==> config.mk <==
export PLATFORM = sky130hd
export DESIGN_NAME = ptd_ctrl
export DESIGN_NICKNAME = d
export VERILOG_FILES = /design/src/rtl/core/ptd_pkg.sv /design/src/rtl/core/ptd_ctrl.sv
export SDC_FILE = /design/constraint.sdc
export NUM_CORES = 1
export LEC_CHECK = 0
export BUFFER_PORTS_ARGS = -buffer_cell sky130_fd_sc_hd__buf_2
export CORE_AREA = 2 2 39 41
export DETAILED_ROUTE_END_ITERATION = 16
export DIE_AREA = 0 0 41 43
export GPL_ROUTABILITY_DRIVEN = 0
export PLACE_DENSITY = 0.49
export SYNTH_ARGS = -nofsm -noshare
export SYNTH_HDL_FRONTEND = slang
export SYNTH_SLANG_ARGS = --single-unit
==> constraint.sdc <==
create_clock -name clk -period 1.7 [get_ports clk]
set_input_delay 0.17 -clock clk [delete_from_list [all_inputs] [get_ports clk]]
set_output_delay 0.17 -clock clk [all_outputs]
set_load 0.01 [all_outputs]
==> src/rtl/core/ptd_pkg.sv <==
// ----------------------------------------------------------------------------
// ptd_pkg
// Shared types and constants of the periodic task dispatcher: operation
// codes, controller states, command and status bundles.
// ----------------------------------------------------------------------------
`default_nettype none

package ptd_pkg;

  // Payload field widths
  localparam int OP_W     = 2;
  localparam int GROUP_W  = 3;
  localparam int SLOT_W   = 5;
  localparam int TIME_W   = 32;
  localparam int CFG_W    = 4;
  localparam int CFG_IDX_W = 1;

  // Configuration register indexes
  localparam logic [CFG_IDX_W-1:0] CFG_GROUPS_IN_USE     = 1'd0;
  localparam logic [CFG_IDX_W-1:0] CFG_BACKGROUND_GROUPS = 1'd1;

  // Configuration reset values
  localparam logic [CFG_W-1:0] GROUPS_IN_USE_RST     = 4'd8;
  localparam logic [CFG_W-1:0] BACKGROUND_GROUPS_RST = 4'd1;

  typedef enum logic [OP_W-1:0] {
    OP_TICK     = 2'd0,
    OP_DISPATCH = 2'd1,
    OP_REGISTER = 2'd2,
    OP_REMOVE   = 2'd3
  } op_t;

  typedef enum logic [2:0] {
    ST_IDLE,
    ST_DECODE,
    ST_SCAN,
    ST_DRAIN,
    ST_PICK,
    ST_APPLY,
    ST_WRITE,
    ST_EMIT
  } state_t;

  // Controller to datapath
  typedef struct packed {
    logic latch;      // capture request, clear pick result
    logic scan_step;  // read task entry at scan position, advance
    logic pick;       // select task, reload background when idle
    logic apply;      // clear picked task bits
    logic write_op;   // register or remove a task
    logic emit;       // load result register
  } cmd_t;

  // Datapath to controller
  typedef struct packed {
    op_t  op;
    logic scan_none;
    logic scan_last;
    logic out_free;
  } stat_t;

endpackage

`default_nettype wire

==> src/rtl/core/ptd_ctrl.sv <==
// ----------------------------------------------------------------------------
// ptd_ctrl
// Controller of the dispatcher: sequences each request through decode, task
// scan, pick or table write, then hands the result to the output register.
// ----------------------------------------------------------------------------
`default_nettype none

module ptd_ctrl (
  input  wire logic          clk,
  input  wire logic          rst,
  input  wire logic          in_valid,
  output logic               in_ready,
  input  wire ptd_pkg::stat_t stat,
  output ptd_pkg::cmd_t      cmd
);

  ptd_pkg::state_t state;
  ptd_pkg::state_t state_next;

  // State register
  always_ff @(posedge clk) begin
    if (rst) begin
      state <= ptd_pkg::ST_IDLE;
    end else begin
      state <= state_next;
    end
  end

  // Next state and commands
  always_comb begin
    state_next = state;
    cmd        = '0;
    in_ready   = 1'b0;
    case (state)
      ptd_pkg::ST_IDLE: begin
        in_ready = 1'b1;
        if (in_valid) begin
          cmd.latch  = 1'b1;
          state_next = ptd_pkg::ST_DECODE;
        end
      end
      ptd_pkg::ST_DECODE: begin
        case (stat.op)
          ptd_pkg::OP_TICK: begin
            state_next = stat.scan_none ? ptd_pkg::ST_EMIT : ptd_pkg::ST_SCAN;
          end
          ptd_pkg::OP_DISPATCH: state_next = ptd_pkg::ST_PICK;
          default:              state_next = ptd_pkg::ST_WRITE;
        endcase
      end
      ptd_pkg::ST_SCAN: begin
        cmd.scan_step = 1'b1;
        if (stat.scan_last) begin
          state_next = ptd_pkg::ST_DRAIN;
        end
      end
      ptd_pkg::ST_DRAIN: state_next = ptd_pkg::ST_EMIT;
      ptd_pkg::ST_PICK: begin
        cmd.pick   = 1'b1;
        state_next = ptd_pkg::ST_APPLY;
      end
      ptd_pkg::ST_APPLY: begin
        cmd.apply  = 1'b1;
        state_next = ptd_pkg::ST_EMIT;
      end
      ptd_pkg::ST_WRITE: begin
        cmd.write_op = 1'b1;
        state_next   = ptd_pkg::ST_EMIT;
      end
      ptd_pkg::ST_EMIT: begin
        if (stat.out_free) begin
          cmd.emit   = 1'b1;
          state_next = ptd_pkg::ST_IDLE;
        end
      end
      default: state_next = ptd_pkg::ST_IDLE;
    endcase
  end

endmodule

`default_nettype wire

Yosys cells after proc, flatten, opt, wreduce, memory -nomap -nowiden
Cells that the tools add are included.

storage, ports and cells
  register bits = 3
  bits of input ports = 8
  output and inout bits = 7
  logic and storage cells = 31

operators by class
  eq/ne operators = 11
  multiplexer cells = 15
  reduce and logical (&&, ||, !) cells = 4

operator list
  operator              number
  $pmux W3 S6           1
  $eq A3 B3 Y1 const B  4
  $mux W3               4
  $mux W1               9
  $eq A3 B2 Y1 const B  2
  $ne A2 B2 Y1 const B  3
  $pmux W3 S2           1
  $eq A3 B1 Y1 const B  1
  $logic_not A3 Y1      1
  $reduce_and A3 Y1     1
  $reduce_or A3 Y1      1
  $eq A2 B1 Y1 const B  1
  $logic_not A2 Y1      1

Depth between registers and ports, before layout
Gate-level depths: netlist (run 1).

  depth in word-level cells = 3
  mapped depth = 4
  depth with buffers taken out = 3

Worst setup path before layout (run 1)
No wires, ideal clock.

  path kind = register to register
  start point = reg state[1]
  end point = reg state[2]
  setup time = 0.116 ns
  data arrival time = 1.049 ns
  required time = 1.584 ns
  setup slack = 0.535 ns
  cell stages (with the launch flop) = 5
  path buffers = 1
  clock period less this slack = 1.165 ns
  cells stage by stage = dfxtp_1 -> buf_6 -> or4_1 -> nand3_1 -> a21oi_1

on the way
  cells in the longest elaborated chain, start to end = 3

RTL lines
  what                                                        line            text
  start, declared                                             ptd_ctrl.sv:17  ptd_pkg::state_t state;
  start signal, assigned                                      ptd_ctrl.sv:23  state <= ptd_pkg::ST_IDLE;
  start signal, assigned                                      ptd_ctrl.sv:25  state <= state_next;
  $eq A3 B3 Y1 (tied with other cells)                        ptd_ctrl.sv:34  case (state)
  $reduce_or A3 Y1 (no line) or $ne A2 B2 Y1 (tied branches)  n/a
  $pmux W3 S6 or $reduce_and A3 Y1 (tied branches)            n/a

Several ways; a longest one is shown, not always the timed one.
A chain may end at the register's enable or synchronous reset.

==> metrics.md, run 1 <==
| Metric | Value |
|---|---|
| Status | `finished clean` |
| Clock H-tree levels | `1` |
| Postcts setup bufs | `0` |
| CTS sink cnt | `3` |
| Gr ovfl total | `0` |
| Dpl cells | `between 50 and 60` |
| Ant diodes | `0` |
| RSZ-0062 raised after global routing | `false` |
| Final Instance Area | `~300 um^2` |
| Largest registers | `state (3)` |
| Initial antenna violation count | `0` |
| Layout Skew | `0.739 ps` |
| Leakage | `around 0.14 nW` |
| PortBufs | `14` |
| Slowest cell on crit path | `dfxtp_1` |
| Worst Setup Start Kind | `register` |
| Post-DR vias/cell | `~4.1` |
| Type of the tightest min-delay check | `input pin to register` |
| Critical setup path kind | `register to primary output` |
| Max Cap Viol | `0` |
| Crit-path cells | `nand3_1 > nor2_1 > buf_2` |
| Pins Over Slew Limit | `0` |
| Synth Instances | `26` |
| Post-Syn Area | `206 um^2` |
| Setup WS post-layout | `315 ps` |
| Top reg by flops | `state` |
| Clock Pin Slew Worst Setup and Hold Paths | `around 40 ps` |
| Die height | `about 43 um` |
| WP data required | `approximately 1500 ps` |
| Final period utilization | `81.5%` |
| Relative slew slack | `80.0%` |
| Distinct cells, synth | `17` |
| Layout area overhead | `48.5%` |
| Pwr Density | `1020 mW/mm^2` |
| CORE AREA | `around 0.0014 mm^2` |
| Max reg flops | `3` |
| Final WL | `546 um` |
| Vias in the first global route | `236` |
| Pre-antenna DRT Iters | `4` |
| Root buffer cell | `clkbuf_4` |
| DRC | `0` |
| Syn Nets | `34` |
| TritonCTS clock tree | `yes` |
| Pin count of the biggest net entering global routing | `11` |
| Initial DRC Count | `3` |
| Die width | `around 41 um` |
| Worst path arrival time | `about 1200 ps` |
| First-pass GRT wire length | `about 960 um` |
| Clock Tree Buf Depth | `2` |
| Initial Utilization | `between 10 and 15%` |
| Period minus WS final | `~1400 ps` |
| Ys Warns | `0` |
| Hold Fails Final Rpt | `0` |
| VDD IR max | `between 0.00015 and 0.0002 V` |
| Syn_area_per_cell | `between 7 and 8 um^2` |
| Dpl ws | `just under 500 ps` |
| # rows | `14` |
| Setup tns final | `0 ps` |
| Die area | `roughly 0.0018 mm^2` |
| Layout cells sized above 1 | `a little under half` |
| Register area share after synthesis | `between 20% and 30%` |
| Remaining antenna violation count | `0` |
| DP Area | `~280 um^2` |
| Cts bufs inserted | `3` |
| GRT Util Overall | `8.22%` |
| Ports | `15` |
| Worst-Margin Slew | `around 300 ps` |
| Post-CTS sizing | `0` |
| # hold bufs at CTS | `0` |
| Fmax | `between 700 and 800 MHz` |
| Layout Nets | `51` |
| CP max stage delay | `480 ps` |
| Vias | `~240` |
| Final setup viols | `0` |
| CP endpoint kind | `primary output` |
| Detailed-route wire length per cell | `~9.4 um` |
| Clk_lat worst skew | `230 ps` |
| Critical-path maximum fanout | `10` |
| Synth Register Bits | `3` |
| Final cell count without fillers | `between 50 and 60` |
layer usage:
metal	GRT usage [%]	up-vias	wire, um	part of all wire (%)
li1	-	126	-	-
met1	12.8	95	248	45
met2	8.44	12	245	45
met3	0	2	38	7.0
met4	10.0	0	14	2.6
met5	0	-	0	0
synthesized netlist by cell type, drive strengths merged:
cell type	count	share of area, %
nor3b	4	15
dfxtp	3	29
nor3	3	7.3
a21oi	2	4.8
buf	2	7.9
nand3	2	4.8
a211oi	1	3.6
and2	1	3.0
inv	1	1.8
mux2	1	5.5
nand2	1	1.8
nand2b	1	3.0
nor2	1	1.8
o22ai	1	3.0
or3b	1	4.2
or4	1	3.6
cells in the final DEF, fill, tap and decap left out:
cell type / n
clkbuf_4: 3
clkbuf_1: 1
a211oi_1: 1
and2_1: 1
dfxtp_1: 3
nand2_1: 1
or3b_2: 1
a21oi_1: 2
buf_2: 14
inv_1: 1
nor3_1: 3
nand2b_1: 1
o22ai_1: 1
mux2_2: 1
nor2_1: 1
nor3b_1: 4
nand3_1: 2
or4_1: 1
per-stage QoR:
stage	power (W)	util, %	hold slack [ps]
floorplan	0.000162	-	239
global placement	0.000189	20.3	372
detailed placement	0.000191	20.3	369
CTS	0.000323	22.2	122
global route	0.000341	22.2	147
finish	0.000314	22.2	127
critical path: cells and delay by family, from the launching register on:
kind                   cells  cell delay [ps]
and+or+nand+nor            2              330
buffers and inverters      1              170
DFF                        1              480
where the power goes:
group | switching (W) | internal (W)
clock network | 0.0000374 | 0.0000880
logic | 0.0000405 | 0.0000442
registers | 0.0000221 | 0.0000819
total | 0.000100 | 0.000214
final cells by class:
cell class              count  area, um^2
repair buffers             14        70.1
multi-input cells          20         126
clock buffers               4        26.3
flip-flops and latches      3        60.1
inverters                   1        3.75
well taps                  16        20.0
fillers                   171        1080
worst paths after layout:
check / endpoint / cells after the start / slack (ps) / startpoint
hold / removal: state[2] / 2 / 130 / rst
setup reg to reg: state[2] / 3 / 490 / state[1]
hold reg to reg: state[2] / 2 / 530 / state[2]
setup / recovery: cmd[0] / 3 / 320 / state[0]
cells by family (layout without fill, tap and decap cells):
family	after synthesis	in the layout	share of synthesized area, %
compound gates	4	4	11.5
buf+inv	3	19	9.69
flops	3	3	29.1
mux	1	1	5.45
simple gates	15	15	44.2
Note: power is estimated with default switching activity, not from simulation.
==> run 2: changes to the inputs <==
--- a/config.mk
+++ b/config.mk
@@ -5,12 +5,13 @@
 export SDC_FILE = /design/constraint.sdc
 export NUM_CORES = 1
 export LEC_CHECK = 0
+export ABC_AREA = 1
 export BUFFER_PORTS_ARGS = -buffer_cell sky130_fd_sc_hd__buf_2
 export CORE_AREA = 2 2 39 41
 export DETAILED_ROUTE_END_ITERATION = 16
 export DIE_AREA = 0 0 41 43
 export GPL_ROUTABILITY_DRIVEN = 0
-export PLACE_DENSITY = 0.49
+export PLACE_DENSITY = 0.57
 export SYNTH_ARGS = -nofsm -noshare
 export SYNTH_HDL_FRONTEND = slang
 export SYNTH_SLANG_ARGS = --single-unit
==> constraint.sdc (replaced) <==
create_clock -name clk -period 1.2 [get_ports clk]
set_input_delay 0.12 -clock clk [delete_from_list [all_inputs] [get_ports clk]]
set_output_delay 0.12 -clock clk [all_outputs]
set_load 0.01 [all_outputs]
==> run 2 against run 1 <==
  * Clock-buffer cell count unchanged
  * Sequential share of layout area down 3.6 points
  * Worst setup slack worse by 270 ps
  * Non-clock buffer count up 1
  * Global-route usage up 0.89 points
  * Clock skew about the same
  * Critical endpoint is now cmd[5]
==> metrics.md, run 2 <==
| Metric | Value |
|---|---|
| Type of the tightest min-delay check | `input pin to register` |
| TritonCTS clock tree | `yes` |
| Worst hold endpoint | `state[2]` |
| Pre-antenna DRT Iters | `2` |
| Synth Register Bits | `3` |
| Die area | `about 0.0018 mm^2` |
| Pins Over Slew Limit | `0` |
| Worst Setup Start Kind | `register` |
| Distinct cells, synth | `11` |
| CORE AREA | `~0.0014 mm^2` |
| Cts bufs inserted | `3` |
| Most frequent cells in the layout | `inv_1, buf_2, nand2_1` |
| Clock H-tree levels | `1` |
| Worst-Margin Slew | `169 ps` |
| Pwr Density | `just under 2000 mW/mm^2` |
| Layout Skew | `approximately 0.84 ps` |
| Status | `finished clean` |
| Detailed-route wire length per cell | `7.43 um` |
| Final Instance Area | `432 um^2` |
| Fmax | `866 MHz` |
| CP endpoint kind | `primary output` |
| Die width | `just over 40 um` |
| Initial DRC Count | `5` |
| Gr ovfl total | `0` |
| Vias | `377` |
| Synth Instances | `55` |
| Top cell type's share of synthesized area | `20.8%` |
| Final period utilization | `a little over nine tenths` |
| # hold bufs at CTS | `0` |
| Primary FF master, synth | `dfxtp_1` |
| WP data required | `about 1100 ps` |
| Syn_area_per_cell | `~5.3 um^2` |
| Routed metal-1 wirelength | `297 um` |
| Fin Hold WS | `137 ps` |
| CP max stage delay | `~360 ps` |
| Period minus WS final | `between 1000 and 1500 ps` |
| Postcts setup bufs | `0` |
| Hold path startpoint | `rst` |
| Relative slew slack | `between 80% and 90%` |
| Max Cap Viol | `0` |
| Final WL | `661 um` |
| Ys Warns | `0` |
| First-pass GRT wire length | `1.12 mm` |
| Initial Utilization | `between 20% and 30%` |
| Met3 wire length | `between 30 and 40 um` |
| Cell taking the most area after synthesis | `dfxtp_1` |
| Register area share after synthesis | `just over 20%` |
| Setup tns final | `0 ps` |
| Layout area overhead | `49.4%` |
| Vias in the first global route | `around 330` |
| Largest registers | `state (3)` |
| Initial antenna violation count | `0` |
| RR Startpoint | `state[2]` |
| Ports | `15` |
| Critical setup path kind | `register to primary output` |
| GRT Util Overall | `under 10%` |
| Root buffer cell | `clkbuf_4` |
| Post-DR vias/cell | `about 4.2` |
| Synth area leaders | `dfxtp_1, inv_1, nand2_1` |
| DP Area | `~380 um^2` |
| # rows | `14` |
| Pin count of the biggest net entering global routing | `9` |
| Critical-path maximum fanout | `8` |
| Synth async-reset ratio | `0%` |
| Flop2flop setup slack | `approximately 180 ps` |
| RR Endpoint | `state[0]` |
| Remaining antenna violation count | `0` |
| Crit path max-delay family | `flip-flops` |
| Hold path cells | `4` |
| VDD IR max | `approximately 0.00077 V` |
| Die height | `43 um` |
| Synth top cells by count | `inv_1, nand2_1, nor2_1, nand3_1, nor3_1` |
| Leakage | `0.278 nW` |
| Highest metal used | `met3` |
| Crit-path cells | `buf_4 > nor3_2 > buf_2` |
| Worst path arrival time | `slightly above 1000 ps` |
| Post-synth EDFFs | `0` |
| Max reg flops | `3` |
| Clock Tree Buf Depth | `2` |
| Cell with the most instances after synthesis | `inv_1` |
| Dpl hpwl | `roughly 570 um` |
| Slowest cell on crit path | `dfxtp_4` |
| DRC | `0` |
| Syn Nets | `63` |
| Clock Pin Slew Worst Setup and Hold Paths | `30 ps` |
| Layout cells sized above 1 | `34.2%` |
| Layout Nets | `between 80 and 90` |
| Final setup viols | `0` |
| Worst path buffer plus inverter count | `2` |
| PortBufs | `14` |
| Clk_lat worst skew | `between 200 and 250 ps` |
| Layout fillers | `between 150 and 200` |
| Post-Syn Area | `slightly below 300 um^2` |
| Top reg by flops | `state` |
| CTS sink cnt | `3` |
| Hold Fails Final Rpt | `0` |
| RSZ-0062 raised after global routing | `true` |
| Routed wl met2 | `325 um` |
| Ant diodes | `0` |
| Reg2reg path depth | `6` |
-- run 2: stage by stage --
step | setup slack, ps | instances | utilization, % | power, W
2_1_floorplan | 240 | 55 | - | 0.000500
3_3_place_gp | 94.5 | 85 | 27.4 | 0.000627
3_5_place_dp | 94.7 | 85 | 27.4 | 0.000627
4_1_cts | 8.63 | 89 | 30.1 | 0.000845
5_1_grt | 1.46 | 89 | 31.2 | 0.000945
6_report | 45.2 | 89 | 31.2 | 0.000853
-- run 2: cells by family after synthesis --
kind of cell    after synthesis  share of synthesized area (%)
compound gates                4                           10.4
flops                         3                           20.8
buf+inv                      15                           20.8
simple gates                 33                           48.1
-- run 2: cell type report --
class,instances,area [um^2],share of cell area [%]
timing repair buffer,15,77.6,18.0
multi-input combinational,37,186,43.2
clock buffer,4,26.3,6.09
inverter,14,52.6,12.2
tap,16,20.0,4.64
sequential,3,68.8,15.9
-- run 2: repair_timing --
| item | CTS | global route |
|---|---|---|
| setup endpoints to repair | 5 | 3 |
| pin swaps | 1 | 0 |
| resized for setup | 5 | 4 |
-- run 2: worst max path at each step --
stage,slack [ps],startpoint,cells after the start,to
global placement,90,state[2],5,state[0]
global route,1,state[0],4,cmd[5]
CTS,9,state[2],3,cmd[5]
detailed placement,90,state[2],5,state[0]
floorplan,240,state[2],7,state[2]
finish,50,state[2],3,cmd[5]
-- run 2: tightest hold or removal path, stage by stage --
cell and delay (ps):
buf_2 70, inv_1 40, nand2_1 60, inv_1 30
-- run 2: power by group --
part | internal (W) | switching (W) | total [W]
sequential | 0.000153 | 0.0000724 | 0.000225
combinational | 0.000190 | 0.000265 | 0.000455
clock | 0.000124 | 0.0000489 | 0.000173
total | 0.000467 | 0.000387 | 0.000853
-- run 2: layer usage --
metal | up-vias | track usage [%]
li1 | 207 | -
met1 | 163 | 10.5
met2 | 7 | 14.4
met3 | 0 | 3.14
met4 | 0 | 4.00
met5 | - | 0
==> run 3: changes to the inputs <==
--- a/config.mk
+++ b/config.mk
@@ -6,12 +6,12 @@
 export NUM_CORES = 1
 export LEC_CHECK = 0
 export ABC_AREA = 1
-export BUFFER_PORTS_ARGS = -buffer_cell sky130_fd_sc_hd__buf_2
 export CORE_AREA = 2 2 39 41
 export DETAILED_ROUTE_END_ITERATION = 16
 export DIE_AREA = 0 0 41 43
+export DONT_BUFFER_PORTS = 1
 export GPL_ROUTABILITY_DRIVEN = 0
-export PLACE_DENSITY = 0.57
+export PLACE_DENSITY = 0.47
 export SYNTH_ARGS = -nofsm -noshare
 export SYNTH_HDL_FRONTEND = slang
 export SYNTH_SLANG_ARGS = --single-unit
==> run 3 against run 2 <==
  * First-iteration DRC count up 80%
  * Total power decreased by 7.4%
  * Largest power group unchanged
  * Critical path depth is the same
  * Largest cell class unchanged
  * Utilization fell by 4.4 points
  * Final area shrank 14%
==> metrics.md, run 3 (same netlist as run 2, synthesis figures left out) <==
| Metric | Value |
|---|---|
| Remaining antenna violation count | `0` |
| Dpl hpwl | `around 580 um` |
| Initial antenna violation count | `0` |
| Sw frac | `47.6%` |
| Die area | `0.00176 mm^2` |
| Hold path cells | `3` |
| Most frequent cells in the layout | `inv_1, nand2_1, nor2_1` |
| RR Startpoint | `state[1]` |
| Logic pwr share | `about 50%` |
| CP max stage delay | `350 ps` |
| Critical setup path kind | `register to primary output` |
| Critical-path maximum fanout | `7` |
| Pin count of the biggest net entering global routing | `8` |
| Initial DRC Count | `9` |
| Most common cell after layout, fill and taps aside | `inv_1` |
| Worst Setup EP | `cmd[5]` |
| Clock Pin Slew Worst Setup and Hold Paths | `40 ps` |
| Setup WS post-layout | `about 75 ps` |
| Crit. Startpoint | `state[1]` |
| Pre-antenna DRT Iters | `4` |
| Reg2reg path depth | `7` |
| Ports | `15` |
| Ant diodes | `0` |
| RR Endpoint | `state[2]` |
| PortBufs | `0` |
| Layout Nets | `a little under 70` |
| Die height | `~43 um` |
| Worst path arrival time | `1000 ps` |
| RSZ-0062 raised after global routing | `true` |
| Root buffer cell | `clkbuf_4` |
| Flop2flop setup slack | `~160 ps` |
| Clock H-tree levels | `1` |
| Leakage | `0.219 nW` |
| Worst path buffer plus inverter count | `1` |
| # rows | `14` |
| VDD IR max | `about 0.0009 V` |
| First-pass GRT wire length | `between 1 and 1.5 mm` |
| Layout area overhead | `28.1%` |
| Fmax | `889 MHz` |
| Overall power | `approximately 0.00079 W` |
| Crit-path cells | `nor2_2 > inv_1 > nor3_4` |
| Switch Pwr | `~0.00038 W` |
| Worst Setup Start Kind | `register` |
| Period minus WS final | `between 1000 and 1500 ps` |
| Max reg flops | `3` |
| Int Power | `about 0.00041 W` |
| Pwr Density | `approximately 2100 mW/mm^2` |
| Detailed-route wire length per cell | `~9.3 um` |
| Final WL | `slightly above 700 um` |
| Relative slew slack | `87.7%` |
| Vias | `335` |
| Levels on crit path | `3` |
| CP endpoint kind | `primary output` |
| Layout Skew | `2.28 ps` |
| Clk_lat worst skew | `230 ps` |
| Die width | `around 40 um` |
| Vias in the first global route | `a little over 300` |
| CORE AREA | `0.00138 mm^2` |
| Status | `finished clean` |
| Cts bufs inserted | `3` |
| Pins Over Slew Limit | `0` |
| TritonCTS clock tree | `yes` |
| GRT Util Overall | `between 10% and 20%` |
| Clk pwr share | `approximately 22%` |
| Hold Fails Final Rpt | `0` |
| Layout cells sized above 1 | `about 22%` |
| Top reg by flops | `state` |
| Type of the tightest min-delay check | `input pin to register` |
| Crit path max-delay family | `flip-flops` |
| WP data required | `between 1000 and 1500 ps` |
| Max Cap Viol | `0` |
| Initial Utilization | `between 20% and 30%` |
| Post-DR vias/cell | `4.41` |
| Gr ovfl total | `0` |
| Fin util | `between 20% and 30%` |
| Final setup viols | `0` |
| Clock Tree Buf Depth | `2` |
| CTS sink cnt | `3` |
| Largest registers | `state (3)` |
| Final period utilization | `93.7%` |
| DRC | `0` |
| Sequential share of power | `about 27%` |
| Dpl ws | `129 ps` |
| # hold bufs at CTS | `0` |
| Slowest cell on crit path | `dfxtp_2` |
| Worst-Margin Slew | `between 150 and 200 ps` |
[run 3: power by group through the flow]
stage | combinational, W | clock (W) | sequential [W]
after global placement | 0.000371 | 0 | 0.000196
after global routing | 0.000475 | 0.000189 | 0.000218
after detailed placement | 0.000370 | 0 | 0.000196
after floorplan | 0.000327 | 0 | 0.000173
final | 0.000405 | 0.000173 | 0.000213
after CTS | 0.000380 | 0.000184 | 0.000201
[run 3: cell type report]
class	instances	area (um^2)
Inverter	14	52.6
Fill cell	164	1010
Sequential cell	3	66.3
Clock buffer	4	26.3
Multi-Input combinational cell	37	190
Timing Repair Buffer	2	15.0
Tap cell	16	20.0
[run 3: timing repair]
action	4_1_cts	5_1_grt
gates resized for setup	3	6
setup buffers	0	0
gates cloned	0	0
pin swaps	0	0
setup endpoints to repair	2	4
endpoints found under the hold margin	0	0
[run 3: worst min path at each step]
| stage | startpoint | endpoint | slack, ps |
|---|---|---|---|
| after global routing | rst | state[1] | 90 |
| after detailed placement | rst | state[2] | 320 |
| after floorplan | rst | state[2] | 290 |
| after global placement | rst | state[2] | 310 |
| after CTS | rst | state[2] | 70 |
| final | rst | state[2] | 60 |
[run 3: stage by stage]
stage,setup TNS [ps],area (um^2),std cells,hold slack [ps]
floorplan,0,289,55,286
global placement,0,317,72,310
detailed placement,0,317,72,316
CTS,0,350,76,66.3
global route,-12.9,370,76,89.3
finish,0,370,76,64.8
[run 3: tightest hold or removal path, stage by stage]
cell and delay (ps):
inv_1 40, nand2_1 60, inv_1 30
[run 3: per-layer routing]
metal / vias to the layer above / wire (um) / GRT usage, % / part of all wire, %
li1: 178 / - / - / -
met1: 143 / 357 / 15.1 / 50
met2: 14 / 289 / 12.8 / 41
met3: 0 / 60 / 7.33 / 8.5
met4: 0 / 0 / 2.00 / 0
met5: - / 0 / 0 / 0
